### src/rtl/core/b2bcd_pkg.sv
`timescale 1ns / 1ps
// ----------------------------------------------------------------------------
// b2bcd_pkg
// Widths, pipeline split and the shift-and-add-3 step for the BCD converter.
// ----------------------------------------------------------------------------
package b2bcd_pkg;

  localparam int BIN_W       = 32;
  localparam int OUT_W       = 32;
  // ten digits cover every 32-bit value
  localparam int BCD_DIGITS  = 10;
  localparam int BCD_W       = 4 * BCD_DIGITS;
  localparam int DIGITS      = 8;
  localparam int KEPT_DIGITS = (DIGITS < 1) ? 1 : ((DIGITS > 8) ? 8 : DIGITS);
  localparam int KEPT_W      = 4 * KEPT_DIGITS;
  localparam int STEP_BITS   = 4;
  localparam int NUM_STAGES  = BIN_W / STEP_BITS;

  typedef logic [BCD_W-1:0]     bcd_t;
  typedef logic [BIN_W-1:0]     bin_t;
  typedef logic [STEP_BITS-1:0] chunk_t;

  // STEP_BITS rounds of double dabble: adjust each digit, then shift a bit in
  function automatic bcd_t dd_step(input bcd_t bcd_in, input chunk_t bits);
    bcd_t acc;
    acc = bcd_in;
    for (int b = STEP_BITS - 1; b >= 0; b--) begin
      for (int d = 0; d < BCD_DIGITS; d++) begin
        if (acc[4*d +: 4] >= 4'd5) begin
          acc[4*d +: 4] = acc[4*d +: 4] + 4'd3;
        end
      end
      acc = {acc[BCD_W-2:0], bits[b]};
    end
    return acc;
  endfunction

endpackage

### src/rtl/core/binary_to_bcd_core.sv
`timescale 1ns / 1ps
// each registered stage folds in 4 bits of the input, most significant first
// throughput: one value per cycle; each stage holds only while its successor is full and stalled
// reset: synchronous active-low rst_n clears every stage valid bit; data registers keep contents
// ----------------------------------------------------------------------------
// binary_to_bcd_core
// Pipelined 32-bit binary to packed BCD converter with overflow flag.
// ----------------------------------------------------------------------------
module binary_to_bcd_core
  import b2bcd_pkg::*;
(
  input  logic             clk,
  input  logic             rst_n,
  input  logic             in_valid,
  output logic             in_stall,
  input  logic [BIN_W-1:0] in_binary_value,
  output logic             out_valid,
  input  logic             out_stall,
  output logic [OUT_W-1:0] out_bcd_value,
  output logic             out_overflow
);

  logic [NUM_STAGES-1:0] vld_r;
  logic [NUM_STAGES-1:0] stage_rdy;
  bcd_t                  bcd_r   [NUM_STAGES];
  bcd_t                  bcd_nxt [NUM_STAGES];
  bin_t                  bin_r   [NUM_STAGES-1];
  bin_t                  bin_nxt [NUM_STAGES-1];

  // a stage takes new data when empty or when its contents move on
  always_comb begin
    stage_rdy[NUM_STAGES-1] = !vld_r[NUM_STAGES-1] || !out_stall;
    for (int s = NUM_STAGES - 2; s >= 0; s--) begin
      stage_rdy[s] = !vld_r[s] || stage_rdy[s+1];
    end
  end

  assign in_stall = !stage_rdy[0];

  for (genvar s = 0; s < NUM_STAGES; s++) begin : g_stage
    if (s == 0) begin : g_first
      always_comb begin
        bcd_nxt[s] = dd_step('0, in_binary_value[BIN_W-1 -: STEP_BITS]);
        bin_nxt[s] = in_binary_value << STEP_BITS;
      end
      always_ff @(posedge clk) begin
        if (stage_rdy[s]) begin
          bcd_r[s] <= bcd_nxt[s];
          bin_r[s] <= bin_nxt[s];
        end
      end
    end else if (s == NUM_STAGES - 1) begin : g_last
      always_comb begin
        bcd_nxt[s] = dd_step(bcd_r[s-1], bin_r[s-1][BIN_W-1 -: STEP_BITS]);
      end
      always_ff @(posedge clk) begin
        if (stage_rdy[s]) begin
          bcd_r[s] <= bcd_nxt[s];
        end
      end
    end else begin : g_mid
      always_comb begin
        bcd_nxt[s] = dd_step(bcd_r[s-1], bin_r[s-1][BIN_W-1 -: STEP_BITS]);
        bin_nxt[s] = bin_r[s-1] << STEP_BITS;
      end
      always_ff @(posedge clk) begin
        if (stage_rdy[s]) begin
          bcd_r[s] <= bcd_nxt[s];
          bin_r[s] <= bin_nxt[s];
        end
      end
    end

    always_ff @(posedge clk) begin
      if (!rst_n) begin
        vld_r[s] <= 1'b0;
      end else if (stage_rdy[s]) begin
        vld_r[s] <= (s == 0) ? in_valid : vld_r[(s == 0) ? 0 : s - 1];
      end
    end
  end

  assign out_valid     = vld_r[NUM_STAGES-1];
  assign out_bcd_value = OUT_W'(bcd_r[NUM_STAGES-1][KEPT_W-1:0]);
  // any nonzero digit above the kept ones means the value did not fit
  assign out_overflow  = |(bcd_r[NUM_STAGES-1] >> KEPT_W);

endmodule

### config.mk
export PLATFORM = sky130hd
export DESIGN_NAME = binary_to_bcd_core
export DESIGN_NICKNAME = d
export VERILOG_FILES = /design/src/rtl/core/b2bcd_pkg.sv /design/src/rtl/core/binary_to_bcd_core.sv
export SDC_FILE = /design/constraint.sdc
export NUM_CORES = 1
export LEC_CHECK = 0
export BUFFER_PORTS_ARGS = -buffer_cell sky130_fd_sc_hd__buf_2
export CAP_MARGIN = 5
export CORE_MARGIN = 5
export CORE_UTILIZATION = 55
export CTS_CLUSTER_SIZE = 20
export DETAILED_ROUTE_END_ITERATION = 12
export PLACE_DENSITY = 0.72
export SLEW_MARGIN = 20
export SYNTH_ARGS = -nofsm -noshare
export SYNTH_HDL_FRONTEND = slang
export SYNTH_SLANG_ARGS = --single-unit
### constraint.sdc
create_clock -name clk -period 6.1 [get_ports clk]
set_clock_uncertainty 0.1 [all_clocks]
set_input_delay 0.61 -clock clk [delete_from_list [all_inputs] [get_ports clk]]
set_output_delay 0.61 -clock clk [all_outputs]
set_load 0.02 [all_outputs]
==> results.ini, run 1 <==
[clock_tree]
clk_pin_slew_ns=0.06
cts_htree_levels=2
cts_sinks=305
cts_buffers=36
cts-resized-gates=0
insertion_delay_ns=0.55
cts_buffer_depth=3
tritoncts=yes
cts_setup_buffers=0
root_buffer=clkbuf_16
hold_buffers=0

[layout]
num-nets-final=3181
n_fill_cell=4000
insertedDiodeCount=0
syn2layout_area_growth_pct=6.96
drive_gt1_share_pct=11.1

[critical_path]
end_kind=flip-flop
worstSetupPathType=reg -> reg
worstPathRequired_ns=6.25
startpoint=bcd_r[0][120]$_DFFE_PP_
cp_max_fo=15
r2r-start=bcd_r[0][120]$_DFFE_PP_
cp-start-kind=flip-flop
cp.arrival_ns=4.65

[synth]
ys.flop_type=edfxtp_1
synth_area_leader_cell=edfxtp_1
async_reset_ff_share_pct=0
synth_top_area_share_pct=33.6
netlist_top_cells_count=297 x edfxtp_1, 280 x a21oi_1, 260 x o21ai_0
synth_fp_nets=3180
seq_area_frac_synth_pct=34.2
yosys_warnings=0
netlist-cell-type-count=117
ys_seq_elements=305
synth.area.top_cells=edfxtp_1 34%, ha_1 6.5%, a21oi_1 5.3%
synth_most_common_cell=edfxtp_1
synthCells=3005
synth-edff-count=297
synth_area_per_cell_um2=8.84
synth_area_mm2=0.0266

[detailed_routing]
drc_errors=0
wire_per_inst_um=14.1
route.met3.wl_mm=2.20
final_antenna_net_count=0
first_pass_iters=8
vias=22190
dr_wl_met2_mm=25.9
drt_iter0_drc=1460
vias_per_cell=6.09
highest_layer=met4
routed_wl_mm=51.4
wl_met1_mm=22.3

[global_route]
grt_pass1_wl_mm=88.4
antenna_found_initial=0
grt-ovfl-total=0
grtUsageTotal_pct=18.6
grt_max_degree=42
grt_pass1_vias=20338

[die]
rows=80
die-height_um=230
initial_core_util_pct=55.6
ios=71
dieArea_mm2=0.0528
coreArea_mm2=0.0477
die_x_um=230

[place]
portBuffers=70
place_hpwl_mm=37.8
gp_congestion=0.834

[sta]
hold_viol_final=0
fin_tns_setup_ns=0
fmax_mhz=222
fin_crit_ns=4.50
slew_headroom_pct=31.5
rsz0062_at_grt=no
worst_slew_pin_slew_ns=1.02
finalCritPeriodShare_pct=73.8
finalMaxSlewViolations=0
finalSetupViolCount=0

[worst_hold_path]
worstHoldStart=in_binary_value[26]
hold_path.class=in -> reg

[run_status]
outcome=completed

[flow_run]
max_cap_violations=0

## critical path: stages, from the launching register on
cell and delay, ns:
edfxtp_1 0.44, inv_1 0.12, ha_1 0.19, nand2b_1 0.11
a21oi_4 0.24, mux2i_1 0.77, o211ai_2 0.25, nand2_1 0.24
inv_1 0.24, ha_1 0.29, a221oi_2 0.45, nand2_1 0.21
a31o_2 0.28, a22oi_1 0.15, o41ai_1 0.11
## cell type report
| type | instances | area (µm²) | area share [%] |
|---|---|---|---|
| multi-input combinational | 2386 | 16200 | 56.9 |
| sequential | 305 | 9080 | 32.0 |
| clock buffer | 43 | 970 | 3.41 |
| tap | 615 | 769 | 2.71 |
| inverter | 194 | 729 | 2.57 |
| timing repair buffer | 83 | 448 | 1.58 |
| clock inverter | 20 | 243 | 0.855 |
## path summary, 6_finish.rpt
check | to | slack, ns | depth (start not counted)
setup / recovery | bcd_r[1][7]$_DFFE_PP_ | 1.60 | 14
hold / removal | bin_r[0][26]$_DFFE_PN_ | 0.13 | 1
setup reg to reg | bcd_r[1][7]$_DFFE_PP_ | 1.60 | 14
hold reg to reg | bin_r[5][27]$_DFFE_PP_ | 0.31 | 0
## layer usage
metal / global-route usage (%) / vias to the layer above
li1: - / 11279
met1: 22.2 / 10365
met2: 34.8 / 474
met3: 2.96 / 72
met4: 4.76 / 0
met5: 0 / -
## state kept, by name, summed over array words and instances, names as in the netlist
| signal | count |
|---|---|
| vld_r | 7 |
| bcd_r | 185 |
| bin_r | 112 |
| out_valid | 1 |
## cell families after synthesis
kind of cell | count (synthesis) | share of synthesized area, %
AOI/OAI and AO/OA | 1129 | 27.7
and+or+nand+nor | 810 | 15.0
buffers and inverters | 314 | 4.96
DFF | 305 | 34.2
xor gates and xnor gates | 153 | 5.44
muxes | 149 | 5.99
adders and majority gates | 145 | 6.78
## placed cells by master (no fill, tap or decap), drive strengths merged, types with 22 or more instances in the layout
cell    instances
a21oi         319
o21ai         312
edfxtp        297
nor2          229
nand2         204
inv           191
ha            139
xnor2         129
a31oi          96
buf            83
mux2i          81
nand2b         77
nor3           69
mux2           68
a211oi         49
nand3          48
nor3b          46
nor2b          43
clkbuf         43
o21a           35
o22ai          32
o211ai         28
a21o           27
a22oi          27
xor2           24
or3            22
## per-stage QoR
step	utilization (%)	cell area [µm²]	cells	setup WS (ns)	hold slack [ns]
floorplan	-	26600	3005	2.15	0.300
global placement	56.9	27200	3582	1.84	0.301
detailed placement	56.9	27200	3582	1.65	0.305
CTS	59.5	28400	3645	1.64	0.106
global route	59.5	28400	3646	1.19	0.104
finish	59.5	28400	3646	1.60	0.132
Power of run 1 is not shown: default switching activity piles up to over one toggle a cycle in this logic, so the estimate is an artifact.
==> run 2, diff against run 1 <==
==> constraint.sdc (replaced) <==
create_clock -name clk -period 4.5 [get_ports clk]
set_clock_uncertainty 0.1 [all_clocks]
set_input_delay 0.45 -clock clk [delete_from_list [all_inputs] [get_ports clk]]
set_output_delay 0.45 -clock clk [all_outputs]
set_load 0.02 [all_outputs]
==> results.ini, run 2 (synthesis results as in run 1) <==
[critical_path]
worstSetupPathType=reg -> reg
startpoint=bcd_r[0][124]$_DFFE_PP_
cp-start-kind=flip-flop
crit_end=bcd_r[1][7]$_DFFE_PP_
worstPathRequired_ns=4.67  ; -1.58 ns
r2r-end=bcd_r[1][7]$_DFFE_PP_
r2r_cells=14  ; unchanged
end_kind=flip-flop
cp.arrival_ns=4.34  ; -0.31 ns
cp_max_fo=9  ; -6
ff2ff_setup_slack_ns=0.32  ; -1.27 ns
r2r-start=bcd_r[0][124]$_DFFE_PP_

[clock_tree]
insertion_delay_ns=0.55  ; about the same
root_buffer=clkbuf_16
cts_sinks=305  ; unchanged
cts_setup_buffers=0  ; unchanged
cts_buffers=36  ; unchanged
tritoncts=yes
clk_pin_slew_ns=0.06  ; about the same
cts_buffer_depth=3  ; unchanged
cts_htree_levels=2  ; unchanged

[sta]
finalCritPeriodShare_pct=92.8  ; +19 points
hold_viol_final=0  ; unchanged
fin_tns_setup_ns=0  ; unchanged
fin_crit_ns=4.18  ; -0.327 ns
worst_slew_pin_slew_ns=0.969  ; -0.0547 ns
fmax_mhz=239  ; +7.8%
rsz0062_at_grt=no
finalSetupViolCount=0  ; unchanged
slew_headroom_pct=35.1  ; +3.7 points
finalMaxSlewViolations=0  ; unchanged
hold_ws_ns=0.0411  ; -0.0906 ns

[global_route]
antenna_found_initial=1  ; +1
grt_pass1_vias=20784  ; +2.2%
grt_pass1_wl_mm=92.2  ; +4.3%
grt_max_degree=42  ; unchanged
grt-ovfl-total=0  ; unchanged
grtUsageTotal_pct=19.5  ; +0.94 points

[layout]
n_fill_cell=3945  ; -1.4%
layout_commonest_cell=edfxtp_1
num-nets-final=3226  ; +1.4%
regMostFlops=bcd_r
insertedDiodeCount=0  ; unchanged
largestRegisters=bcd_r: 185 flops, bin_r: 112 flops, vld_r: 7 flops
final_cell_area_mm2=0.0288  ; +1.5%
syn2layout_area_growth_pct=8.59
fin_util_pct=60.4  ; +0.91 points
mostFrequentLayoutCells=297 x edfxtp_1, 280 x a21oi_1, 259 x o21ai_0
largest_register_ffs=185  ; unchanged
drive_gt1_share_pct=11.6  ; +0.49 points

[detailed_routing]
final_antenna_net_count=0  ; unchanged
first_pass_iters=6  ; -2
vias_per_cell=6.07  ; -0.19%
routed_wl_mm=54.0  ; +5.1%
vias=22421  ; +1.0%
drt_iter0_drc=1390  ; -4.8%
drc_errors=0  ; unchanged
wire_per_inst_um=14.6  ; +3.8%

[die]
die_x_um=230  ; unchanged
die-height_um=230  ; unchanged
initial_core_util_pct=55.6  ; unchanged
coreArea_mm2=0.0477  ; unchanged
rows=80  ; unchanged
dieArea_mm2=0.0528  ; unchanged
ios=71  ; unchanged

[place]
portBuffers=70  ; unchanged
place_hpwl_mm=39.4  ; +4.1%
placed_area_mm2=0.0273  ; +0.47%
gp_congestion=0.852  ; +2.1%

[flow_run]
max_cap_violations=0  ; unchanged

[worst_hold_path]
hold_path.class=in -> reg

[run_status]
outcome=completed

[run 2: worst min-delay path by stage]
stage / startpoint / endpoint / slack [ns] / depth (start not counted)
4_1_cts: in_valid / vld_r[0]$_SDFFE_PN0N_ / 0.006 / 2
6_report: in_valid / vld_r[0]$_SDFFE_PN0N_ / 0.04 / 2
2_1_floorplan: bin_r[2][24]$_DFFE_PP_ / bcd_r[0][120]$_DFFE_PP_ / 0.30 / 0
3_5_place_dp: bin_r[2][24]$_DFFE_PP_ / bcd_r[0][120]$_DFFE_PP_ / 0.30 / 0
3_3_place_gp: bin_r[1][12]$_DFFE_PP_ / bin_r[2][16]$_DFFE_PP_ / 0.30 / 0
5_1_grt: in_valid / vld_r[0]$_SDFFE_PN0N_ / 0.01 / 2
[run 2: routing by layer]
layer	track usage (%)	vias up	part of all wire (%)
li1	-	11390	-
met1	23.3	10528	43
met3	2.54	84	3.5
met5	0	-	0.024
met4	5.85	2	2.4
met2	36.5	417	52
[run 2: final cells by class]
type                            instances  area [µm²]  area share, %
Timing Repair Buffer                  128         858           2.98
Inverter                              194         729           2.53
Multi-Input combinational cell       2386       16200           56.2
Tap cell                              615         769           2.67
Sequential cell                       305        9080           31.5
Clock inverter                         20         224          0.777
Clock buffer                           43         970           3.36
[run 2: through the flow]
step	cells	setup slack (ns)
after floorplan	3005	0.550
after global placement	3599	0.500
after detailed placement	3599	0.289
after CTS	3691	0.305
after global routing	3691	0.000346
final	3691	0.324
[run 2: worst max-delay path, cell delays in order (launching register included)]
cell      delay [ns]
edfxtp_1        0.48
inv_1           0.15
ha_1            0.25
nand2b_2        0.11
a21oi_4         0.23
mux2_2          0.42
o21ai_0         0.18
a21o_1          0.31
clkinv_1        0.27
ha_1            0.31
a221oi_4        0.38
nand2_1         0.18
a31o_2          0.29
a22oi_1         0.13
o41ai_1         0.11
[run 2: what timing repair did]
item | in CTS | in global routing
gates resized for setup | 0 | 7
endpoints found under the setup margin | 0 | 7
hold endpoints to repair | 29 | 0
hold buffers | 29 | 0
Power of run 2 is left out for the same reason.
